$ cat src/design/c8ic_pkg.sv
package c8ic_pkg;

    localparam int MEM_BYTES = 4096;
    localparam int ADDR_W    = 12;
    localparam int ROWS      = 32;
    localparam int COLS      = 64;
    localparam int IN_W      = 32;
    localparam int OUT_W     = 120;

    localparam logic [11:0] START_PC = 12'h200;
    localparam logic [15:0] CLS_WORD = 16'h00E0;
    localparam logic [15:0] RET_WORD = 16'h00EE;

    localparam logic [1:0] OP_LOAD = 2'd0;
    localparam logic [1:0] OP_EXEC = 2'd1;
    localparam logic [1:0] OP_ROW  = 2'd2;

    localparam logic [1:0] ST_OK    = 2'd0;
    localparam logic [1:0] ST_FULL  = 2'd1;
    localparam logic [1:0] ST_EMPTY = 2'd2;

    localparam logic [3:0] FAM_SYS  = 4'h0;
    localparam logic [3:0] FAM_JP   = 4'h1;
    localparam logic [3:0] FAM_CALL = 4'h2;
    localparam logic [3:0] FAM_SEQ  = 4'h3;
    localparam logic [3:0] FAM_SNE  = 4'h4;
    localparam logic [3:0] FAM_SEQR = 4'h5;
    localparam logic [3:0] FAM_LD   = 4'h6;
    localparam logic [3:0] FAM_ADD  = 4'h7;
    localparam logic [3:0] FAM_SNER = 4'h9;
    localparam logic [3:0] FAM_LDI  = 4'hA;
    localparam logic [3:0] FAM_DRW  = 4'hD;

    localparam logic [3:0] FLAG_IDX = 4'hF;

    typedef enum logic [13:0] {
        S_CLEAR = 14'b00000000000001,
        S_IDLE  = 14'b00000000000010,
        S_FET0  = 14'b00000000000100,
        S_FET1  = 14'b00000000001000,
        S_FET2  = 14'b00000000010000,
        S_RDX   = 14'b00000000100000,
        S_RDY   = 14'b00000001000000,
        S_EXEC  = 14'b00000010000000,
        S_RET   = 14'b00000100000000,
        S_DRD   = 14'b00001000000000,
        S_DWR   = 14'b00010000000000,
        S_DVF   = 14'b00100000000000,
        S_ROW   = 14'b01000000000000,
        S_DONE  = 14'b10000000000000
    } t_state;

    typedef struct packed {
        logic [63:0] row;
        logic        coll;
    } t_pix_res;

endpackage

$ cat src/design/c8ic_pix.sv
module c8ic_pix (
    input  logic [7:0]      i_sprite,
    input  logic [5:0]      i_x0,
    input  logic [63:0]     i_row,
    output c8ic_pkg::t_pix_res o_res
);

    logic [63:0] base;
    logic [63:0] mask;
    logic [6:0]  lsh;

    // place sprite at the left edge, then rotate right by x0 so pixels wrap
    assign base = {i_sprite, 56'd0};
    assign lsh  = 7'd64 - {1'b0, i_x0};
    assign mask = (base >> i_x0) | (base << lsh);

    assign o_res.row  = i_row ^ mask;
    assign o_res.coll = |(i_row & mask);

endmodule

$ cat config.mk
export PLATFORM = sky130hd
export DESIGN_NAME = c8ic_pix
export DESIGN_NICKNAME = d
export VERILOG_FILES = /design/src/design/c8ic_pkg.sv /design/src/design/c8ic_pix.sv
export SDC_FILE = /design/constraint.sdc
export NUM_CORES = 1
export LEC_CHECK = 0
export ABC_AREA = 1
export BUFFER_PORTS_ARGS = -buffer_cell sky130_fd_sc_hd__buf_2
export CORE_ASPECT_RATIO = 1.2
export CORE_MARGIN = 1.5
export CORE_UTILIZATION = 25
export DETAILED_ROUTE_END_ITERATION = 10
export MAX_ROUTING_LAYER = met4
export PLACE_DENSITY = 0.5
export SETUP_SLACK_MARGIN = 0.4
export SYNTH_ARGS = -nofsm -noshare
export SYNTH_HDL_FRONTEND = slang
export SYNTH_SLANG_ARGS = --single-unit
$ cat constraint.sdc
create_clock -name vclk -period 6.92
set_input_delay 0.692 -clock vclk [all_inputs]
set_output_delay 0.692 -clock vclk [all_outputs]
set_load 0.05 [all_outputs]
* After elaboration in Yosys (flattened, before gate mapping)
Index checks and enable logic that the tools add are counted.
Operators by class: shifts and indexed selects 2, bitwise gates (word level) 3, divide/modulo/power cells 0, add/sub/neg operators 1, mux-type cells 0, $lt $le $gt $ge 0, eq/ne operators 0, reduce and logical (&&, ||, !) cells 1, multiply operators 0
Operators with widths (count):
- 64-bit bitwise AND | 1
- 64-bit bitwise OR | 1
- 64-bit OR reduction | 1
- 64-bit by 7-bit << shifter with 64-bit output | 1
- 64-bit by 6-bit >> shifter with 64-bit output | 1
- 64-bit bitwise XOR | 1
- 7-bit by 6-bit subtractor with 7-bit output (first input constant) | 1
Word-level totals: input bits 78, output and inout port bits 65, bits in read-only memories 0, memories 0, flip-flop bits (word level) 0, bits in writable memories 0, logic and storage cells 7, bits in latches 0

* Depth between registers and ports, before layout
Gate-level depths: netlist (run 1).
depth after elaboration 5, mapped depth 17, depth with buffers taken out 15

* Least setup slack after synthesis (run 1)
OpenSTA, ideal clock, no wires.
kind input to output, from in i_x0[0], to out o_res[0] (netlist bit), data arrival time 2.714 ns, path buffers 2, required time 6.228 ns, slack 3.514 ns, cell stages on the path 15, cells stage by stage buf_6 -> inv_8 -> buf_12 -> ha_1 -> inv_2 -> nand3_1 -> nand3_1 -> o21ai_0 -> nand3_1 -> nand2_1 -> ha_1 -> nor4_1 -> nand3b_1 -> nor2_1 -> nand2_1
RTL lines:
- start: declaration | line c8ic_pix.sv:3 | input logic [5:0] i_x0,
- end: declaration | line c8ic_pix.sv:5 | output c8ic_pkg::t_pix_res o_res

==> flow_summary.yaml, run 1 <==
routing:
  drt-initial-drc-count: 163
  ant_nets: 0
  drc: 0
  wl_per_cell_um: 15.5
  drt-total-wl_um: 9670
  drt_first_pass_iters: 5
  viasPerCell: 4.96
  dr_total_vias: 3086
logic_synthesis:
  yosysMostFrequentCell: "nand2_1"
  synth.avg_cell_area_um2: 6.39
  synth_area_leaders: "ha_1 (34%), nand2_1 (12%), nand3_1 (11%), nor2_1 (8.8%), a21oi_1 (3.8%)"
  syn-instance-count: 373
  synth.largest_area_cell: "ha_1"
  synth_area_mm2: 0.00238
  synth_top_cell_area_share: 0.341
  yosys_warnings: 0
  yosysUniqueCellTypes: 29
  synth_common_cells: "nand2_1 (79), ha_1 (65), nor2_1 (56), nand3_1 (52), a21oi_1 (18)"
  synth_nets: 516
  ys_seq_area_frac: 0
worst_hold_path:
  hold_end: "o_res[14]"
  hold_depth: 3
  hold_path_class: "input pin to output pin"
  min_from: "i_row[13]"
pwr:
  power_density_mw_per_mm2: 103
  p_total_w: 0.000326
  vdd_ir_drop_max_mv: 0.0366
  p_leak_nw: 1.80
critical_path:
  crit_type: "input pin to output pin"
  required_ns: 6.23
  crit_arrival_ns: 3.20
  worst_setup_path_end_kind: "output pin"
  cp-start-kind: "input pin"
  cp_max_fo: 13
final_layout:
  n_fill_cell: 1022
  nNetsFinal: 647
  register_area_um2: 0
  clkbuf_count: 0
  nFlopsAndLatches: 0
  syn2layout_area_growth_pct: 32.1
  layout-drive-gt1-share: 0.371
  n_antenna_cell: 0
global_route:
  grt_pass1_wl_um: 15200
  grt_pass1_vias: 3087
  track_usage: 0.194
  grt_max_degree: 24
  grt_antenna_before_repair: 0
  globalRouteOverflowTotal: 0
timing:
  period_minus_slack_ns: 3.89
  rsz0062_at_grt: "no"
  relSlewSlack: 0.489
  fmax_ghz: 0.257
  min_period_over_period: 0.562
  holdWs_ns: 1.82
  setup_viol: 0
  slew_viol_final: 0
  tightest_slew_ns: 0.765
  setup-tns-final_ns: 0
  finalHoldViolations: 0
die:
  die_y_um: 110
  boundaryPins: 143
  die_w_um: 92.2
  dieArea_mm2: 0.0101
  core-area_mm2: 0.00918
  start_util: 0.260
  num_rows: 38
cts:
  post-cts-setup-buffer-count: 0
  cts_resized: 0
  cts_hold_buf: 0
placement:
  gp_congestion: 0.975
  io_buffers: 143
  dpl.hpwl_um: 8520
outcome:
  status: "finished clean"
job:
  drv_cap: 0
==> how the worst max path moves through the flow <==
| stage | depth (start not counted) | end | slack (ns) | startpoint |
|---|---|---|---|---|
| finish | 15 | o_res[0] | 3.03 | i_x0[1] |
| global route | 14 | o_res[0] | 2.72 | i_x0[3] |
| detailed placement | 15 | o_res[0] | 3.03 | i_x0[1] |
| CTS | 15 | o_res[0] | 3.02 | i_x0[1] |
| global placement | 15 | o_res[0] | 3.02 | i_x0[1] |
| floorplan | 15 | o_res[0] | 3.51 | i_x0[0] |
==> cell type report <==
type	instances	area, um^2	area share
Inverter	13	56.3	0.0179
Multi-Input combinational cell	346	2230	0.707
Tap cell	120	150	0.0477
Timing Repair Buffer	143	716	0.227
==> critical path, stage by stage <==
cell and delay (ns):
buf_2 0.26, inv_2 0.17, ha_1 0.39, inv_2 0.16
nand3_1 0.11, nand3_1 0.10, o21ai_0 0.10, nand3_1 0.09
nand2_1 0.05, ha_1 0.17, nor4_1 0.29, nand3b_1 0.16
nor2_1 0.14, nand2_1 0.09, buf_2 0.22
==> where the power goes <==
group	total, W	internal (W)	switching (W)
Clock	0	0	0
Combinational	0.000326	0.0000827	0.000243
Sequential	0	0	0
Total	0.000326	0.0000827	0.000243
==> routing by layer <==
layer / vias up / routed length [um] / global-route usage
li1: 1569 / - / -
met1: 1392 / 3960 / 0.220
met2: 114 / 5100 / 0.385
met3: 11 / 466 / 0.00892
met4: 0 / 148 / 0.0275
met5: - / 0 / -
==> through the flow <==
step	utilization	instances	area, um^2	setup slack, ns
2_1_floorplan	-	373	2380	3.51
3_3_place_gp	0.343	622	3150	3.02
3_5_place_dp	0.343	622	3150	3.03
4_1_cts	0.343	622	3150	3.02
5_1_grt	0.343	622	3150	2.72
6_report	0.343	622	3150	3.03
==> cell usage in the layout (no fill, tap or decap) <==
cell type  count
o21ai_0        4
nor2_1        56
and2_4         1
nor4_1         8
nand2_4        4
nand2_2       11
nor4_2         1
o21a_1         1
a21oi_1       18
nand3_1       52
inv_2          7
xnor2_1        1
o21ai_2        3
nand3_2        6
inv_1          5
buf_2        143
o21ai_1        7
nand4_1       12
nand2_1       79
a31oi_4        1
inv_8          1
nor2_4         2
ha_1          65
nand3b_1       7
nor2_2         6
and2_1         1
==> logic make-up after synthesis <==
family | share of synthesized area
fa+ha+maj | 0.341
compound gates | 0.0839
buf+inv | 0.0656
xor+xnor | 0.00367
simple gates | 0.506
Power figures use the tool's default switching activity.
==> inputs of run 2 (changes only) <==
--- a/config.mk
+++ b/config.mk
@@ -12,7 +12,7 @@
 export CORE_UTILIZATION = 25
 export DETAILED_ROUTE_END_ITERATION = 10
 export MAX_ROUTING_LAYER = met4
-export PLACE_DENSITY = 0.5
+export PLACE_DENSITY = 0.52
 export SETUP_SLACK_MARGIN = 0.4
 export SYNTH_ARGS = -nofsm -noshare
 export SYNTH_HDL_FRONTEND = slang
==> constraint.sdc (replaced) <==
create_clock -name vclk -period 3.1
set_input_delay 0.31 -clock vclk [all_inputs]
set_output_delay 0.31 -clock vclk [all_outputs]
set_load 0.05 [all_outputs]
==> run 2 against run 1 <==
  * Sequential cell count stayed put
  * Global-route usage is 0.51 points lower
  * Critical path depth is 1 higher
  * Wire length is 0.61% higher
  * Worst hold slack worse by 0.76 ns
  * Non-clock buffer count is 12 higher
  * Clock-buffer cell count stayed put
  * Critical path type unchanged
  * Combinational power is 140% higher
==> flow_summary.yaml, run 2 (synthesis gave the netlist of run 1 again) <==
critical_path:
  cp_top_family: "simple AND/OR/NAND/NOR gates"
  required_ns: 2.79
  cp-start-kind: "input pin"
  cp_common_cell: "nand2_1"
  worst_setup_path_end_kind: "output pin"
  critical_path.max_stage_delay_ns: 0.29
  crit_type: "input pin to output pin"
  cp_max_fo: 8
  crit_arrival_ns: 2.27
  cp_cell_sequence: "buf_6 > inv_2 > ha_4 > nand2_1 > nor2_2 > nand2_2 > nand2_1 > inv_2 > nand3b_1 > nand2_1 > ha_1 > nor4_4 > nand3b_1 > nor2_1 > nand2_1 > buf_6"
  startpoint: "i_x0[1]"
  worst-path-buf-inv: 4
  critPathSlowestCell: "nor4_4"
global_route:
  grt_pass1_wl_um: 15000
  grt_max_degree: 24
  globalRouteOverflowTotal: 0
  track_usage: 0.189
  grt_antenna_before_repair: 0
  grt_pass1_vias: 3106
routing:
  dr_total_vias: 3158
  drt-initial-drc-count: 143
  viasPerCell: 4.98
  wl_per_cell_um: 15.3
  ant_nets: 0
  drt_first_pass_iters: 5
  drc: 0
  drt-total-wl_um: 9730
timing:
  finalHoldViolations: 0
  fmax_ghz: 0.387
  period_minus_slack_ns: 2.58
  slew_viol_final: 0
  rsz0062_at_grt: "no"
  holdWs_ns: 1.06
  tightest_slew_ns: 0.531
  min_period_over_period: 0.833
  relSlewSlack: 0.643
  setup-tns-final_ns: 0
  fin_ws_ns: 0.519
  setup_viol: 0
pwr:
  p_sw_w: 0.000561
  internal_power_w: 0.000223
  power_frac_clock: 0
  sequentialPowerShare: 0
  power_frac_comb: 1.000
  vdd_ir_drop_max_mv: 0.0980
  p_leak_nw: 1.93
  power_density_mw_per_mm2: 224
  switching_share: 0.715
die:
  die_w_um: 92.2
  boundaryPins: 143
  die_y_um: 110
  start_util: 0.260
  num_rows: 38
  core-area_mm2: 0.00918
  dieArea_mm2: 0.0101
final_layout:
  register_area_um2: 0
  nFlopsAndLatches: 0
  layout-drive-gt1-share: 0.446
  layout_commonest_cell: "buf_2"
  finalCoreUtilization: 0.382
  clkbuf_count: 0
  n_antenna_cell: 0
  nNetsFinal: 659
  final_cell_mix: "buf_2 (138), nand2_1 (70), ha_1 (62)"
  final_cells: 634
  syn2layout_area_growth_pct: 47.0
placement:
  dp_cells: 629
  post-place-ws_ns: 0.0562
  io_buffers: 143
  gp_congestion: 0.987
  dpl.hpwl_um: 8360
worst_hold_path:
  hold_end: "o_res[58]"
  min_from: "i_row[57]"
  hold_path_class: "input pin to output pin"
  hold_depth: 3
outcome:
  status: "finished clean"
job:
  drv_cap: 0
cts:
  cts_hold_buf: 0
run 2: worst max-delay path by stage:
stage	to	slack (ns)	cells after the start
5_1_grt	o_res[0]	0.38	16
3_3_place_gp	o_res[0]	0.10	15
6_report	o_res[0]	0.52	16
2_1_floorplan	o_res[0]	0.46	15
3_5_place_dp	o_res[0]	0.06	15
4_1_cts	o_res[0]	0.41	16
run 2: metal layers:
layer	up-vias	track usage	share of wire
li1	1592	-	-
met1	1440	0.210	0.39
met2	112	0.375	0.54
met3	14	0.0158	0.050
met4	0	0.0264	0.014
met5	-	-	0
run 2: area by class of cell:
class                           instances  area (um^2)
Fill cell                            1038         5670
Multi-Input combinational cell        346         2430
Timing Repair Buffer                  155          856
Tap cell                              120          150
Inverter                               13         68.8
run 2: timing repair:
action                                 4_1_cts  5_1_grt
setup endpoints to repair                    1        1
endpoints found under the hold margin        0        0
buffers inserted                             0        5
gates resized for setup                     16       48
pin swaps                                    3       14
run 2: per-stage QoR:
stage | total power [W] | area, um^2
after floorplan | 0.000575 | 2380
after global placement | 0.000731 | 3200
after detailed placement | 0.000735 | 3200
after CTS | 0.000752 | 3280
after global routing | 0.000841 | 3510
final | 0.000784 | 3510
run 2: worst min-delay path, delay by kind of cell:
| family | cells | cell delay [ns] |
|---|---|---|
| buffers and inverters | 2 | 0.33 |
| adder cells (fa/ha/maj) | 1 | 0.11 |
run 2: power groups by stage:
stage | clock [W] | combinational (W) | sequential (W)
after floorplan | 0 | 0.000575 | 0
after global placement | 0 | 0.000731 | 0
after detailed placement | 0 | 0.000735 | 0
after CTS | 0 | 0.000752 | 0
after global routing | 0 | 0.000841 | 0
final | 0 | 0.000784 | 0
==> inputs of run 3 (changes only) <==
--- a/config.mk
+++ b/config.mk
@@ -5,14 +5,14 @@
 export SDC_FILE = /design/constraint.sdc
 export NUM_CORES = 1
 export LEC_CHECK = 0
-export ABC_AREA = 1
+export ABC_AREA = 0
 export BUFFER_PORTS_ARGS = -buffer_cell sky130_fd_sc_hd__buf_2
 export CORE_ASPECT_RATIO = 1.2
 export CORE_MARGIN = 1.5
 export CORE_UTILIZATION = 25
 export DETAILED_ROUTE_END_ITERATION = 10
 export MAX_ROUTING_LAYER = met4
-export PLACE_DENSITY = 0.52
+export PLACE_DENSITY = 0.5
 export SETUP_SLACK_MARGIN = 0.4
 export SYNTH_ARGS = -nofsm -noshare
 export SYNTH_HDL_FRONTEND = slang
==> constraint.sdc (replaced) <==
create_clock -name vclk -period 2.6
set_input_delay 0.26 -clock vclk [all_inputs]
set_output_delay 0.26 -clock vclk [all_outputs]
set_load 0.05 [all_outputs]
==> run 3 against run 2 <==
  * The flow now finishes with violations (setup timing)
  * Via count rose by 2.0%
  * Wire length grew 15%
  * Critical endpoint unchanged
  * Final area increased by 42%
  * Combinational power up 67%
  * Highest routed layer unchanged
  * Clock-buffer cell count stayed put
  * Die area is 3.0% lower
  * Core utilization grew 17 points
  * Worst hold slack got worse by 0.19 ns
  * Sequential share of layout area unchanged
==> flow_summary.yaml, run 3 <==
timing:
  fin_ws_ns: -0.516
  setup_viol: 1
  relSlewSlack: 0.772
  period_minus_slack_ns: 3.12
  min_period_over_period: 1.20
  rsz0062_at_grt: "yes"
  fmax_ghz: 0.321
  finalHoldViolations: 0
  slew_viol_final: 0
  tightest_slew_ns: 0.332
  holdWs_ns: 0.870
pwr:
  power_density_mw_per_mm2: 264
  power_frac_clock: 0
  power_frac_comb: 1.000
  internal_power_w: 0.000561
  p_sw_w: 0.000749
  switching_share: 0.572
  sequentialPowerShare: 0
  p_leak_nw: 2.31
  vdd_ir_drop_max_mv: 0.127
  p_total_w: 0.00131
final_layout:
  register_area_um2: 0
  final_cell_mix: "buf_4 (100), buf_2 (80), ha_1 (45)"
  final_cells: 634
  clkbuf_count: 0
  nFlopsAndLatches: 0
  syn2layout_area_growth_pct: 115
  n_antenna_cell: 0
  layout_commonest_cell: "buf_4"
  layout-drive-gt1-share: 0.730
  finalCoreUtilization: 0.550
  nNetsFinal: 659
critical_path:
  cp_cell_sequence: "buf_12 > buf_4 > buf_16 > mux2i_1 > nor3_1 > a21oi_2 > o22ai_1 > ha_1 > nor4_1 > buf_4 > nand4_1 > or4_4 > buf_8"
  crit_type: "input pin to output pin"
  required_ns: 2.34
  worst_setup_path_end_kind: "output pin"
  cp_max_fo: 6
  critPathSlowestCell: "or4_4"
  cp_common_cell: "buf_4"
  worst-path-buf-inv: 5
  crit_arrival_ns: 2.86
  critical_path.max_stage_delay_ns: 0.56
  cp_top_family: "simple AND/OR/NAND/NOR gates"
  cp-start-kind: "input pin"
logic_synthesis:
  yosys_warnings: 0
  synth.avg_cell_area_um2: 8.08
  synth_area_mm2: 0.00231
  syn-instance-count: 286
  ys_seq_area_frac: 0
  synth.largest_area_cell: "ha_1"
  synth_area_leaders: "ha_1 (35%), mux2i_1 (6.1%), mux4_2 (5.8%), nor2_1 (5.7%), o22ai_1 (5.4%)"
  yosysMostFrequentCell: "ha_1"
  yosysUniqueCellTypes: 46
  synth_nets: 429
  synth_common_cells: "ha_1 (65), nor2_1 (35), o22ai_1 (20), nand2_1 (17), nor4_1 (17)"
  synth_top_cell_area_share: 0.352
die:
  die_w_um: 90.8
  die_y_um: 108
  num_rows: 38
  start_util: 0.256
  dieArea_mm2: 0.00984
  boundaryPins: 143
  core-area_mm2: 0.00903
routing:
  viasPerCell: 5.08
  drt-initial-drc-count: 132
  drt_first_pass_iters: 4
  dr_total_vias: 3220
  ant_nets: 0
  drc: 0
  wl_per_cell_um: 17.6
  drt-total-wl_um: 11200
placement:
  dp_cells: 621
  gp_congestion: 0.924
  io_buffers: 143
  dpl.hpwl_um: 9030
outcome:
  status: "complete, but fails checks"
  violations: "setup timing"
global_route:
  grt_antenna_before_repair: 0
  track_usage: 0.218
  globalRouteOverflowTotal: 0
  grt_pass1_vias: 3288
  grt_pass1_wl_um: 16800
  grt_max_degree: 12
worst_hold_path:
  hold_path_class: "input pin to output pin"
job:
  drv_cap: 0
run 3: kinds of logic after synthesis:
logic type | count (synthesis) | share of synthesized area
buf+inv | 25 | 0.0866
simple gates | 114 | 0.248
xor+xnor | 2 | 0.00758
fa+ha+maj | 65 | 0.352
mux | 24 | 0.147
compound gates | 56 | 0.160
run 3: metal layers:
layer  vias up  track usage  routed length, um
met5         -            -                  0
met4         0       0.0279                110
met3         8      0.00914                352
met2        87        0.426               6220
met1      1557        0.251               4490
li1       1568            -                  -
run 3: metrics by stage:
step / setup slack (ns) / TNS [ns] / area [um^2]
global placement: -0.828 / -0.860 / 3810
finish: -0.516 / -0.516 / 4970
floorplan: -0.445 / -0.445 / 2450
global route: -0.594 / -0.594 / 4970
CTS: -0.456 / -0.456 / 4590
detailed placement: -0.902 / -0.999 / 3810
run 3: final cells by class:
class	instances	area, um^2
Timing Repair Buffer	248	1980
Tap cell	120	150
Multi-Input combinational cell	261	2820
Inverter	5	23.8
Fill cell	851	4070
run 3: what timing repair did:
action,4_1_cts,5_1_grt
pin swaps,23,30
hold buffers,0,0
gates cloned,1,0
setup buffers,8,4
setup endpoints to repair,64,62
resized for setup,163,99
run 3: final timing paths:
check,start,slack (ns),cells after the start,to
min,i_row[57],0.87,3,o_res[58]
max,i_x0[0],-0.52,13,o_res[0]
run 3: power groups by stage:
stage / Combinational (W) / Clock [W] / Sequential [W]
global route: 0.00138 / 0 / 0
global placement: 0.000998 / 0 / 0
detailed placement: 0.00100 / 0 / 0
finish: 0.00131 / 0 / 0
floorplan: 0.000706 / 0 / 0
CTS: 0.00121 / 0 / 0
run 3: tightest hold or removal path: cells and delay by family:
| kind | cells | cell delay (ns) |
|---|---|---|
| fa+ha+maj | 1 | 0.12 |
| buf+inv | 2 | 0.23 |
